`config.mk`:
```
export PLATFORM = sky130hd
export DESIGN_NAME = linked_list_with_free_list_flat
export DESIGN_NICKNAME = d
export VERILOG_FILES = /design/src/hw/rtl/llfl_pkg.sv /design/src/hw/rtl/llfl_if.sv /design/src/hw/rtl/llfl_ram.sv /design/src/hw/rtl/llfl_ctrl.sv /design/src/hw/rtl/linked_list_with_free_list.sv /design/src/flat_wrapper.sv
export SDC_FILE = /design/constraint.sdc
export NUM_CORES = 1
export LEC_CHECK = 0
export ABC_CLOCK_PERIOD_IN_PS = 3100
export BUFFER_PORTS_ARGS = -buffer_cell sky130_fd_sc_hd__clkbuf_2
export CAP_MARGIN = 20
export CORE_ASPECT_RATIO = 0.6
export CORE_MARGIN = 3
export CORE_UTILIZATION = 30
export CTS_CLUSTER_DIAMETER = 120
export DETAILED_ROUTE_END_ITERATION = 10
export GPL_ROUTABILITY_DRIVEN = 0
export SLEW_MARGIN = 20
export SYNTH_ARGS = -nofsm -noshare
export SYNTH_HDL_FRONTEND = slang
export SYNTH_SLANG_ARGS = --single-unit
export TNS_END_PERCENT = 20
```
`constraint.sdc`:
```
create_clock -name clk -period 3.1 [get_ports clk]
set_input_delay 0.465 -clock clk [delete_from_list [all_inputs] [get_ports clk]]
set_output_delay 0.465 -clock clk [all_outputs]
set_load 0.05 [all_outputs]
```
`src/hw/rtl/llfl_pkg.sv`:
```
// ----------------------------------------------------------------------------
// llfl_pkg
// Shared constants, types and helpers for the linked list with free list.
// ----------------------------------------------------------------------------
package llfl_pkg;

  localparam int ENTRIES  = 12;
  localparam int KEY_BITS = 16;

  localparam int ACTION_W    = 2;
  localparam int PHOTO_KEY_W = 16;
  localparam int RATING_W    = 3;
  localparam int STATUS_W    = 3;

  localparam int LINK_W = $clog2(ENTRIES + 1);
  localparam int IDX_W  = $clog2(ENTRIES);
  localparam int CNT_W  = LINK_W;
  localparam int DATA_W = KEY_BITS + RATING_W;

  localparam logic [LINK_W-1:0] LINK_NONE = '1;

  localparam logic [ACTION_W-1:0] ACT_INSERT = 2'd0;
  localparam logic [ACTION_W-1:0] ACT_REMOVE = 2'd1;
  localparam logic [ACTION_W-1:0] ACT_LIST   = 2'd2;

  localparam logic [STATUS_W-1:0] ST_DONE       = 3'd0;
  localparam logic [STATUS_W-1:0] ST_FULL       = 3'd1;
  localparam logic [STATUS_W-1:0] ST_NOT_FOUND  = 3'd2;
  localparam logic [STATUS_W-1:0] ST_LIST_ENTRY = 3'd3;
  localparam logic [STATUS_W-1:0] ST_LIST_EMPTY = 3'd4;

  typedef enum logic [3:0] {
    S_INIT,
    S_IDLE,
    S_INS_FREE,
    S_INS_WALK,
    S_INS_FIN,
    S_REM_CHK,
    S_REM_FIN,
    S_LIST,
    S_EMIT
  } state_t;

  typedef struct packed {
    logic [IDX_W-1:0]  rd_addr;
    logic              link_we;
    logic [IDX_W-1:0]  link_addr;
    logic [LINK_W-1:0] link_wdata;
    logic              data_we;
    logic [IDX_W-1:0]  data_addr;
    logic [DATA_W-1:0] data_wdata;
  } mem_req_t;

  function automatic logic is_link(input logic [LINK_W-1:0] l);
    return l < LINK_W'(ENTRIES);
  endfunction

  function automatic logic [IDX_W-1:0] to_idx(input logic [LINK_W-1:0] l);
    return l[IDX_W-1:0];
  endfunction

endpackage

```
`src/hw/rtl/llfl_if.sv`:
```
// ----------------------------------------------------------------------------
// llfl_if
// Request and result channels: valid/ready handshake with payload.
// ----------------------------------------------------------------------------
interface llfl_in_if;
  import llfl_pkg::*;

  logic                   valid;
  logic                   ready;
  logic [ACTION_W-1:0]    action;
  logic [PHOTO_KEY_W-1:0] photo_key;
  logic [RATING_W-1:0]    star_rating;

  modport source (output valid, output action, output photo_key, output star_rating,
                  input ready);
  modport sink (input valid, input action, input photo_key, input star_rating,
                output ready);
endinterface

interface llfl_out_if;
  import llfl_pkg::*;

  logic                   valid;
  logic                   ready;
  logic [STATUS_W-1:0]    status;
  logic [PHOTO_KEY_W-1:0] entry_key;
  logic [RATING_W-1:0]    entry_rating;
  logic                   last_result;

  modport source (output valid, output status, output entry_key, output entry_rating,
                  output last_result, input ready);
  modport sink (input valid, input status, input entry_key, input entry_rating,
                input last_result, output ready);
endinterface

```
`src/hw/rtl/llfl_ram.sv`:
```
// ----------------------------------------------------------------------------
// llfl_ram
// Generic single-write, single-read RAM with registered read data.
// ----------------------------------------------------------------------------
module llfl_ram #(
  parameter int WIDTH = 8,
  parameter int DEPTH = 16
) (
  input  logic                     clk,
  input  logic                     we,
  input  logic [$clog2(DEPTH)-1:0] waddr,
  input  logic [WIDTH-1:0]         wdata,
  input  logic [$clog2(DEPTH)-1:0] raddr,
  output logic [WIDTH-1:0]         rdata
);

  logic [WIDTH-1:0] mem [DEPTH];
  logic [WIDTH-1:0] rdata_r;

  always_ff @(posedge clk) begin
    if (we) begin
      mem[waddr] <= wdata;
    end
    rdata_r <= mem[raddr];
  end

  assign rdata = rdata_r;

endmodule

```
`src/hw/rtl/llfl_ctrl.sv`:
```
// ----------------------------------------------------------------------------
// llfl_ctrl
// Sequencer for insert, remove and list walks plus the result register.
// ----------------------------------------------------------------------------
module llfl_ctrl (
  input  logic                        clk,
  input  logic                        rst_n,
  llfl_in_if.sink                     in_ch,
  llfl_out_if.source                  out_ch,
  output llfl_pkg::mem_req_t          mem_req,
  input  logic [llfl_pkg::LINK_W-1:0] link_q,
  input  logic [llfl_pkg::DATA_W-1:0] data_q
);
  import llfl_pkg::*;

  state_t                 state_r, state_nxt;
  logic [LINK_W-1:0]      list_head_r, list_head_nxt;
  logic [LINK_W-1:0]      free_head_r, free_head_nxt;
  logic [LINK_W-1:0]      pos_r, pos_nxt;
  logic [LINK_W-1:0]      prev_r, prev_nxt;
  logic [LINK_W-1:0]      fresh_r, fresh_nxt;
  logic [CNT_W-1:0]       cnt_r, cnt_nxt;
  logic [KEY_BITS-1:0]    key_r, key_nxt;
  logic [RATING_W-1:0]    rating_r, rating_nxt;
  logic [STATUS_W-1:0]    pend_r, pend_nxt;

  logic                   out_valid_r, out_valid_nxt;
  logic [STATUS_W-1:0]    out_status_r, out_status_nxt;
  logic [PHOTO_KEY_W-1:0] out_key_r, out_key_nxt;
  logic [RATING_W-1:0]    out_rating_r, out_rating_nxt;
  logic                   out_last_r, out_last_nxt;

  logic                   accept;
  logic                   slot_free;
  logic                   link_ok;
  logic                   cnt_last;
  logic [KEY_BITS-1:0]    key_q;
  logic [RATING_W-1:0]    rating_q;

  assign in_ch.ready = (state_r == S_IDLE);
  assign accept      = in_ch.valid && in_ch.ready;
  assign slot_free   = !out_valid_r || out_ch.ready;
  assign link_ok     = is_link(link_q);
  assign cnt_last    = (cnt_r == CNT_W'(ENTRIES - 1));
  assign key_q       = data_q[DATA_W-1:RATING_W];
  assign rating_q    = data_q[RATING_W-1:0];

  assign out_ch.valid        = out_valid_r;
  assign out_ch.status       = out_status_r;
  assign out_ch.entry_key    = out_key_r;
  assign out_ch.entry_rating = out_rating_r;
  assign out_ch.last_result  = out_last_r;

  always_ff @(posedge clk) begin
    if (!rst_n) begin
      state_r     <= S_INIT;
      list_head_r <= LINK_NONE;
      free_head_r <= '0;
      cnt_r       <= '0;
      out_valid_r <= 1'b0;
    end else begin
      state_r     <= state_nxt;
      list_head_r <= list_head_nxt;
      free_head_r <= free_head_nxt;
      cnt_r       <= cnt_nxt;
      out_valid_r <= out_valid_nxt;
    end
  end

  always_ff @(posedge clk) begin
    pos_r        <= pos_nxt;
    prev_r       <= prev_nxt;
    fresh_r      <= fresh_nxt;
    key_r        <= key_nxt;
    rating_r     <= rating_nxt;
    pend_r       <= pend_nxt;
    out_status_r <= out_status_nxt;
    out_key_r    <= out_key_nxt;
    out_rating_r <= out_rating_nxt;
    out_last_r   <= out_last_nxt;
  end

  always_comb begin
    state_nxt      = state_r;
    list_head_nxt  = list_head_r;
    free_head_nxt  = free_head_r;
    pos_nxt        = pos_r;
    prev_nxt       = prev_r;
    fresh_nxt      = fresh_r;
    cnt_nxt        = cnt_r;
    key_nxt        = key_r;
    rating_nxt     = rating_r;
    pend_nxt       = pend_r;
    out_valid_nxt  = out_valid_r && !out_ch.ready;
    out_status_nxt = out_status_r;
    out_key_nxt    = out_key_r;
    out_rating_nxt = out_rating_r;
    out_last_nxt   = out_last_r;
    mem_req         = '0;
    mem_req.rd_addr = to_idx(pos_r);

    unique case (state_r)
      S_INIT: begin
        // clearing pass: chain every entry onto the free list
        mem_req.link_we   = 1'b1;
        mem_req.link_addr = cnt_r[IDX_W-1:0];
        if (cnt_last) begin
          mem_req.link_wdata = LINK_NONE;
          cnt_nxt            = '0;
          state_nxt          = S_IDLE;
        end else begin
          mem_req.link_wdata = cnt_r + CNT_W'(1);
          cnt_nxt            = cnt_r + CNT_W'(1);
        end
      end
      S_IDLE: begin
        if (accept) begin
          key_nxt    = KEY_BITS'(in_ch.photo_key);
          rating_nxt = in_ch.star_rating;
          cnt_nxt    = '0;
          prev_nxt   = LINK_NONE;
          case (in_ch.action)
            ACT_INSERT: begin
              if (!is_link(free_head_r)) begin
                pend_nxt  = ST_FULL;
                state_nxt = S_EMIT;
              end else begin
                fresh_nxt       = free_head_r;
                mem_req.rd_addr = to_idx(free_head_r);
                state_nxt       = S_INS_FREE;
              end
            end
            ACT_REMOVE: begin
              if (!is_link(list_head_r)) begin
                pend_nxt  = ST_NOT_FOUND;
                state_nxt = S_EMIT;
              end else begin
                pos_nxt         = list_head_r;
                mem_req.rd_addr = to_idx(list_head_r);
                state_nxt       = S_REM_CHK;
              end
            end
            ACT_LIST: begin
              if (!is_link(list_head_r)) begin
                pend_nxt  = ST_LIST_EMPTY;
                state_nxt = S_EMIT;
              end else begin
                pos_nxt         = list_head_r;
                mem_req.rd_addr = to_idx(list_head_r);
                state_nxt       = S_LIST;
              end
            end
            default: ;
          endcase
        end
      end
      S_INS_FREE: begin
        free_head_nxt = link_q;
        if (!is_link(list_head_r)) begin
          list_head_nxt = fresh_r;
          state_nxt     = S_INS_FIN;
        end else begin
          pos_nxt         = list_head_r;
          mem_req.rd_addr = to_idx(list_head_r);
          state_nxt       = S_INS_WALK;
        end
      end
      S_INS_WALK: begin
        if (!link_ok || cnt_last) begin
          // tail found: append the fresh entry
          mem_req.link_we    = 1'b1;
          mem_req.link_addr  = to_idx(pos_r);
          mem_req.link_wdata = fresh_r;
          state_nxt          = S_INS_FIN;
        end else begin
          pos_nxt         = link_q;
          cnt_nxt         = cnt_r + CNT_W'(1);
          mem_req.rd_addr = to_idx(link_q);
        end
      end
      S_INS_FIN: begin
        mem_req.link_we    = 1'b1;
        mem_req.link_addr  = to_idx(fresh_r);
        mem_req.link_wdata = LINK_NONE;
        mem_req.data_we    = 1'b1;
        mem_req.data_addr  = to_idx(fresh_r);
        mem_req.data_wdata = {key_r, rating_r};
        pend_nxt           = ST_DONE;
        state_nxt          = S_EMIT;
      end
      S_REM_CHK: begin
        if (key_q == key_r) begin
          // unlink the match
          if (is_link(prev_r)) begin
            mem_req.link_we    = 1'b1;
            mem_req.link_addr  = to_idx(prev_r);
            mem_req.link_wdata = link_q;
          end else begin
            list_head_nxt = link_q;
          end
          state_nxt = S_REM_FIN;
        end else if (!link_ok || cnt_last) begin
          pend_nxt  = ST_NOT_FOUND;
          state_nxt = S_EMIT;
        end else begin
          prev_nxt        = pos_r;
          pos_nxt         = link_q;
          cnt_nxt         = cnt_r + CNT_W'(1);
          mem_req.rd_addr = to_idx(link_q);
        end
      end
      S_REM_FIN: begin
        mem_req.link_we    = 1'b1;
        mem_req.link_addr  = to_idx(pos_r);
        mem_req.link_wdata = free_head_r;
        free_head_nxt      = pos_r;
        pend_nxt           = ST_DONE;
        state_nxt          = S_EMIT;
      end
      S_LIST: begin
        if (slot_free) begin
          out_valid_nxt  = 1'b1;
          out_status_nxt = ST_LIST_ENTRY;
          out_key_nxt    = PHOTO_KEY_W'(key_q);
          out_rating_nxt = rating_q;
          out_last_nxt   = !link_ok || cnt_last;
          if (!link_ok || cnt_last) begin
            state_nxt = S_IDLE;
          end else begin
            pos_nxt         = link_q;
            cnt_nxt         = cnt_r + CNT_W'(1);
            mem_req.rd_addr = to_idx(link_q);
          end
        end
      end
      S_EMIT: begin
        if (slot_free) begin
          out_valid_nxt  = 1'b1;
          out_status_nxt = pend_r;
          out_key_nxt    = '0;
          out_rating_nxt = '0;
          out_last_nxt   = 1'b1;
          state_nxt      = S_IDLE;
        end
      end
      default: state_nxt = S_IDLE;
    endcase
  end

  a_heads_disjoint: assert property (@(posedge clk) disable iff (!rst_n)
    is_link(list_head_r) && is_link(free_head_r) |-> list_head_r != free_head_r)
    else $error("list head and free head point at the same entry");

  a_walk_bound: assert property (@(posedge clk) disable iff (!rst_n)
    cnt_r < CNT_W'(ENTRIES))
    else $error("walk counter beyond pool size");

  a_single_last: assert property (@(posedge clk) disable iff (!rst_n)
    out_valid_r && out_status_r != ST_LIST_ENTRY |-> out_last_r)
    else $error("non-list result without last flag");

  a_busy_after_accept: assert property (@(posedge clk) disable iff (!rst_n)
    accept && (in_ch.action == ACT_INSERT || in_ch.action == ACT_REMOVE ||
               in_ch.action == ACT_LIST) |=> state_r != S_IDLE)
    else $error("request accepted but sequencer stayed idle");

endmodule

```
`src/hw/rtl/linked_list_with_free_list.sv`:
```
// ----------------------------------------------------------------------------
// linked_list_with_free_list
// Pool of records kept as an ordered linked list plus a free list.
// ----------------------------------------------------------------------------
// After reset the block chains the pool onto the free list and accepts no
// request until that pass is done. Requests are then taken one at a time. The
// links live in one RAM and the key/rating pairs in another, both read once
// per cycle, so every walk advances one entry per cycle, the list walk only
// while the result slot is free. An insert takes the free head, walks to the
// tail and appends the fresh entry; a remove walks to the first match, unlinks
// it and returns it to the free list, or answers not found at the tail; a list
// presents one result per record, one per cycle, slower only when the result
// side holds off. A full pool or an empty list answers without a walk. The
// longest case is an insert behind eleven records, and the next request can be
// taken in the same cycle as the result is presented. A result register sits
// on the output, so a finished result may wait there while the next request is
// accepted.
// ----------------------------------------------------------------------------
module linked_list_with_free_list (
  input logic         clk,
  input logic         rst_n,
  llfl_in_if.sink     in_ch,
  llfl_out_if.source  out_ch
);
  import llfl_pkg::*;

  mem_req_t          mem_req;
  logic [LINK_W-1:0] link_q;
  logic [DATA_W-1:0] data_q;

  llfl_ctrl u_ctrl (
    .clk     (clk),
    .rst_n   (rst_n),
    .in_ch   (in_ch),
    .out_ch  (out_ch),
    .mem_req (mem_req),
    .link_q  (link_q),
    .data_q  (data_q)
  );

  llfl_ram #(
    .WIDTH (LINK_W),
    .DEPTH (ENTRIES)
  ) u_link_ram (
    .clk   (clk),
    .we    (mem_req.link_we),
    .waddr (mem_req.link_addr),
    .wdata (mem_req.link_wdata),
    .raddr (mem_req.rd_addr),
    .rdata (link_q)
  );

  llfl_ram #(
    .WIDTH (DATA_W),
    .DEPTH (ENTRIES)
  ) u_data_ram (
    .clk   (clk),
    .we    (mem_req.data_we),
    .waddr (mem_req.data_addr),
    .wdata (mem_req.data_wdata),
    .raddr (mem_req.rd_addr),
    .rdata (data_q)
  );

endmodule
```
`src/flat_wrapper.sv`:
```
// flat-port wrapper written by rule: the top's interface ports become plain ports
module linked_list_with_free_list_flat import llfl_pkg::*;
  (clk, rst_n, in_ch_valid, in_ch_action, in_ch_photo_key, in_ch_star_rating, in_ch_ready, out_ch_valid, out_ch_status, out_ch_entry_key, out_ch_entry_rating, out_ch_last_result, out_ch_ready);
  llfl_in_if in_ch_i ();
  llfl_out_if out_ch_i ();
  input logic clk;
  input logic rst_n;
  input wire logic [$bits(in_ch_i.valid)-1:0] in_ch_valid;
  input wire logic [$bits(in_ch_i.action)-1:0] in_ch_action;
  input wire logic [$bits(in_ch_i.photo_key)-1:0] in_ch_photo_key;
  input wire logic [$bits(in_ch_i.star_rating)-1:0] in_ch_star_rating;
  output wire logic [$bits(in_ch_i.ready)-1:0] in_ch_ready;
  output wire logic [$bits(out_ch_i.valid)-1:0] out_ch_valid;
  output wire logic [$bits(out_ch_i.status)-1:0] out_ch_status;
  output wire logic [$bits(out_ch_i.entry_key)-1:0] out_ch_entry_key;
  output wire logic [$bits(out_ch_i.entry_rating)-1:0] out_ch_entry_rating;
  output wire logic [$bits(out_ch_i.last_result)-1:0] out_ch_last_result;
  input wire logic [$bits(out_ch_i.ready)-1:0] out_ch_ready;
  assign in_ch_i.valid = in_ch_valid;
  assign in_ch_i.action = in_ch_action;
  assign in_ch_i.photo_key = in_ch_photo_key;
  assign in_ch_i.star_rating = in_ch_star_rating;
  assign in_ch_ready = in_ch_i.ready;
  assign out_ch_valid = out_ch_i.valid;
  assign out_ch_status = out_ch_i.status;
  assign out_ch_entry_key = out_ch_i.entry_key;
  assign out_ch_entry_rating = out_ch_i.entry_rating;
  assign out_ch_last_result = out_ch_i.last_result;
  assign out_ch_i.ready = out_ch_ready;
  linked_list_with_free_list u_core (.clk(clk), .rst_n(rst_n), .in_ch(in_ch_i), .out_ch(out_ch_i));
endmodule
```
* Word-level counts from Yosys, hierarchy flattened *
Memory sizes are Yosys's and may differ from the RTL's. A register that Yosys moved wholly into a read port is not among the register bits.
Index checks and enable logic that the tools add are counted.

operators by class
  equality and inequality tests = 30
  reduce and logical (&&, ||, !) cells = 28
  mux-type cells = 72
  $lt $le $gt $ge = 4
  add/sub/neg operators = 1

operators by type and width
  kind                                                 number
  two-way mux 4 bit                                    31
  case mux 4 bit (5 select lines)                      3
  case mux 9 bit (5 select lines)                      1
  two-way mux 3 bit                                    11
  two-way mux 16 bit                                   2
  case mux 16 bit (2 select lines)                     1
  case mux 4 bit (2 select lines)                      4
  case mux 4 bit (8 select lines)                      1
  two-way mux 9 bit                                    3
  two-way mux 24 bit                                   1
  inequality test 2 bit, second input constant         12
  case mux 3 bit (3 select lines)                      2
  equality test 16 bit                                 1
  equality test 4 x 3 -> 1 bit, second input constant  4
  < comparator 4 bit, second input constant            4
  AND reduction 4 bit                                  4
  AND reduction 8 bit                                  2
  inequality test 3 bit, second input constant         4
  case mux 3 bit (2 select lines)                      2
  case mux 4 bit (3 select lines)                      1
  nonzero test 5 bit                                   2
  equality test 4 x 2 -> 1 bit, second input constant  2
  equality test 4 bit, second input constant           2
  two-way mux 1 bit                                    8
  other kinds (17)                                     27

storage, ports and cells
  memories kept = 2
  logic and storage cells = 152
  input bits = 25
  output and inout bits = 25
  memory bits (writable) = 276
  flip-flop bits (word level) = 74

memories
  memory                 depth  bits a word  read ports  clocked after Yosys merged registers in  wr ports  RTL line        source
  u_core.u_data_ram.mem  12     19           1           1                                        1         llfl_ram.sv:17  logic [WIDTH-1:0] mem [DEPTH];
  u_core.u_link_ram.mem  12     4            1           1                                        1         llfl_ram.sv:17

* Logic depth before layout (Yosys ltp) *
  depth in word-level cells = 7
  depth in mapped cells = 13
  mapped depth without buffers = 11

* Cells and area by module *
Synthesis repeated with hierarchy kept, for this count alone.

second synthesis, totals
  cells, all modules = 915
  area total of the unflattened synthesis = 15313.4 sq um

modules (own cells, without submodules)
  module                        sequential area each (sq um)  times used  cells an instance  area an instance (sq um)
  llfl_ram (u_core.u_data_ram)  7226.9                        1           402                9082.5
  llfl_ctrl                     2052.0                        1           412                4217.8
  llfl_ram (u_core.u_link_ram)  1521.5                        1           101                2013.2

* Worst setup path before layout *
Ideal clock, no wire load.

  kind = register to register
  start = register u_core.u_ctrl.state_r[0]
  end = memory u_core.u_data_ram.mem[0][0] (netlist bit), enable pin
  arrival time = 3.023 ns
  data required time = 2.681 ns
  buffers on the path = 3
  library setup time = 0.419 ns
  cell stages (with the launch flop) = 9
  slack = -0.342 ns
  cell sequence = dfxtp_1 -> clkbuf_1 -> clkbuf_1 -> nor2_1 -> nand2_1 -> nor2_1 -> clkbuf_1 -> nand2_1 -> nor3_1

on the way
  longest elaborated chain between the ends = 4

ends and longest elaborated chain
  item                                     RTL line          source
  start: declaration                       llfl_ctrl.sv:16   state_t state_r, state_nxt;
  start signal: assignment                 llfl_ctrl.sv:62   state_r <= state_nxt;
  equality test 4 x 3 -> 1 bit (*)         llfl_ctrl.sv:102  unique case (state_r)
  two-way mux 24 bit (*)                   llfl_ctrl.sv:102
  two-way mux 1 bit                        llfl_ram.sv:21    if (we) begin
  two-way mux 1 bit (not written as such)  llfl_ram.sv:22    mem[waddr] <= wdata;
  end: declaration                         llfl_ram.sv:17

Every way passes the cells marked *; elsewhere a longest branch is shown, timed or not.

* Final worst setup path *
  start = register u_core.u_ctrl.key_r[12]
  end = register u_core.u_data_ram.rdata_r[14], in the netlist u_core.u_data_ram.rdata[14] (read register of u_core.u_data_ram.mem)

on the way
  longest elaborated chain between the ends = 3

ends and longest elaborated chain
  item                             RTL line          source
  start: declaration               llfl_ctrl.sv:23   logic [KEY_BITS-1:0] key_r, key_nxt;
  start signal: assignment         llfl_ctrl.sv:74   key_r <= key_nxt;
  equality test 16 bit             llfl_ctrl.sv:192  if (key_q == key_r) begin
  two-way mux 4 bit                -
  case mux 4 bit (5 select lines)  llfl_ctrl.sv:102
  end: declaration                 llfl_ram.sv:18    logic [WIDTH-1:0] rdata_r;

Every way passes these cells.
A chain may end at the register's enable or synchronous reset.

==> run summary <==
worst-path fanout max = 16
HPWL Detailed = 29.4 mm
first-pass GRT wire length = 67.4 mm
fin worst setup slack = -97.5 ps
Die ar. = 55000 um2
hold path cells = 1
syn_nets = 1118
Worst EP required = 3580 ps
number of fillers in the final layout = 4787
chip width = 301 um
via count = 10600
Site Rows = 64
Seq/Total Area, Yosys = 69.1%
diode count = 0
FF+latch count, synth = 373
Starting Density = 30.5%
Post-Syn Area per Cell = 14.4 um2
initial antenna violation count = 1
number of global-route vias before repair = 10200
post-route insts no fill = 2021
most common cell after layout, fill and taps aside = edfxtp_1
Hold-fix buffers, CTS = 0
Synth Instances = 1087
Min-Delay Endpoint = u_core.u_ctrl.key_r[6]
ys flop type = edfxtp_1
R2R Path Start = u_core.u_ctrl.key_r[12]
min cycle time layout = 3200 ps
Die Y = 183 um
H-tree Lvls = 2
peak supply drop = 0.483 mV
area leader, netlist = edfxtp_1
WL met2 = 18.9 mm
area share of the largest cell type after synthesis = 63.9%
FF+latch area = 10800 um2
post-synth cell types = 74
DR WL met3 = 5.19 mm
commonest cells after routing, fill and taps aside = edfxtp_1 (333), buf_4 (150), nand2_1 (133)
Post-DP Area = 18200 um2
HP Start = in_ch_photo_key[6]
min-delay worst type = in2reg
wire per inst = 23.0 um
worst slew pin tran = 582 ps
DR DRC count = 0
clock root buffer = clkbuf_16
Initial DRC Count = 1326
CTS tree = built
Reg clk slew, reported paths = 60 ps
crit path capture type = flop
Clock Latency Late Sink = 530 ps
multi-input gate area in the final layout = 4770 um2
Post-Route M1 WL = 21.6 mm
largest net degree at the start of global routing = 47
Pwr Density = 1090 nW/um2
final core utilization = 38.7%
ratio of cells with drive above 1 in the final layout = 29.8%
Post-DRT Antenna Nets = 0
GRT overflow = 0
final count of negative-setup-slack endpoints = 9
violated checks = setup timing
Post-synth EDFFs = 333
Top Layer Used = met4
status = finished, violations left
num ports = 50
pins over their slew limit = 0
GR Util All Layers = 16.3%
post-route cell area = 19900 um2
synth top area cells = edfxtp_1 (64%), dfxtp_1 (5.1%), nand2_1 (3.2%), mux4_2 (2.9%), a311oi_1 (2.5%)
Hold WS = 109 ps
clock skew = 20.9 ps
Buffers on Ports = 49
cts bufs inserted = 36
drt pass-1 iters = 5
Max Cap Viol = 0
RSZ-0062 raised after global routing = yes
clk sink count = 373
synthesized area = 15600 um2
Critical Path Start Type = flop
Layout area overhead = 27.0%
Hold Vio Cnt, Final = 0
Tcrit/Tclk final = 103%
WS Path Type = reg2reg
Slew HR = 60.9%
FF-to-FF path depth = 14
Yosys Warn Count = 0
async set or reset register ratio after synthesis = 0%
power consumption = 0.0217 W
Fmax = 313 MHz
core area = 51200 um2
Via density = 5.24
flop2flop setup slack = -100 ps
Leak = 7.07 nW
clock tree buffer depth = 3
drt total wl = 46.5 mm
r2r endpoint = u_core.u_data_ram.rdata[14]
Nets = 1331
crit path DAT = 3670 ps
cell count after placement = 1945
## state kept, by name, summed over array words and instances, names as in the netlist, 16 cells and up
signal,flops
u_core.u_data_ram.mem,228
u_core.u_ctrl.out_ch.entry_key,16
u_core.u_link_ram.mem,48
u_core.u_data_ram.rdata,19
u_core.u_ctrl.key_r,16
## kinds of logic (layout without fill, tap and decap cells)
family	count (synthesis)	in the layout	share of synthesized area, %
AND/OR/NAND/NOR	343	344	10.8
adder cells (fa/ha/maj)	6	6	0.480
multiplexers	37	37	4.21
XOR/XNOR	18	18	1.01
buffers and inverters	85	325	2.77
AO/OA/AOI/OAI	225	225	11.7
flip-flops	373	373	69.1
## critical path: stages (launching register included)
cell,delay (ps)
edfxtp_1,450
xor2_2,270
nor4_2,60
buf_4,150
nand4_1,100
buf_6,130
buf_4,110
nor2_1,50
a41oi_1,340
o2111ai_1,220
a22o_2,360
buf_12,150
clkbuf_16,190
a311oi_1,360
o22a_1,200
## repair_timing
item                       4_1_cts  5_1_grt
setup buffers                    2        3
setup endpoints to repair       35       39
pin swaps                        2       12
resized for setup               17       38
cloned                           1        5
## Yosys cell counts (4+ instances only)
master	count
nor2b_1	27
a211oi_2	9
mux4_2	20
o211a_1	6
nand3_1	11
mux2_2	4
o21ai_0	21
a211oi_1	39
a222oi_1	7
buf_6	10
a31oi_1	8
clkbuf_1	40
nor2_1	50
nand2_1	133
o311ai_0	6
buf_4	8
edfxtp_1	333
inv_1	17
o22a_1	23
nand3b_1	4
xor2_1	17
nand2b_1	13
and2_1	23
dfxtp_1	40
a311oi_1	45
nor3_1	10
a21oi_1	20
buf_2	6
and3_1	50
a21boi_0	8
a22oi_1	4
ha_1	6
nor4_1	6
mux2i_1	11
## layer usage
layer	global-route usage, %	vias to the layer above
li1	-	4663
met1	25.6	5311
met2	22.5	552
met3	4.21	70
met4	3.00	0
met5	0	-
## how the worst max path moves through the flow
stage                                        to  cells after the start  slack [ps]                startpoint
CTS                  u_core.u_data_ram.rdata[6]                     12         -30    u_core.u_ctrl.key_r[9]
finish              u_core.u_data_ram.rdata[14]                     14        -100   u_core.u_ctrl.key_r[12]
detailed placement   u_core.u_link_ram.rdata[2]                     13        -220   u_core.u_ctrl.key_r[12]
global placement     u_core.u_link_ram.rdata[0]                     13        -240   u_core.u_ctrl.key_r[11]
global route        u_core.u_data_ram.rdata[10]                     15        -170    u_core.u_ctrl.key_r[3]
floorplan           u_core.u_data_ram.mem[8][0]                      7        -160  u_core.u_ctrl.state_r[0]
## report_power, final
part	switching, W	total [W]	internal (W)
clock	0.00187	0.00431	0.00244
sequential	0.000430	0.00682	0.00639
combinational	0.00575	0.0106	0.00482
total	0.00805	0.0217	0.0137
## through the flow
step / TNS (ps) / setup WS, ps
floorplan: -5840 / -156
global placement: -2980 / -237
detailed placement: -3540 / -221
CTS: -107 / -27.4
global route: -2600 / -167
finish: -284 / -97.5
## cell type report
cell class              instances  area share [%]
inverters                      17           0.321
multi-input cells             630            24.0
clock inverters                19           0.769
clock buffers                  47            5.01
flip-flops and latches        373            54.4
repair buffers                242            11.1
well taps                     693            4.37
Note: power is estimated with default switching activity, not from simulation.
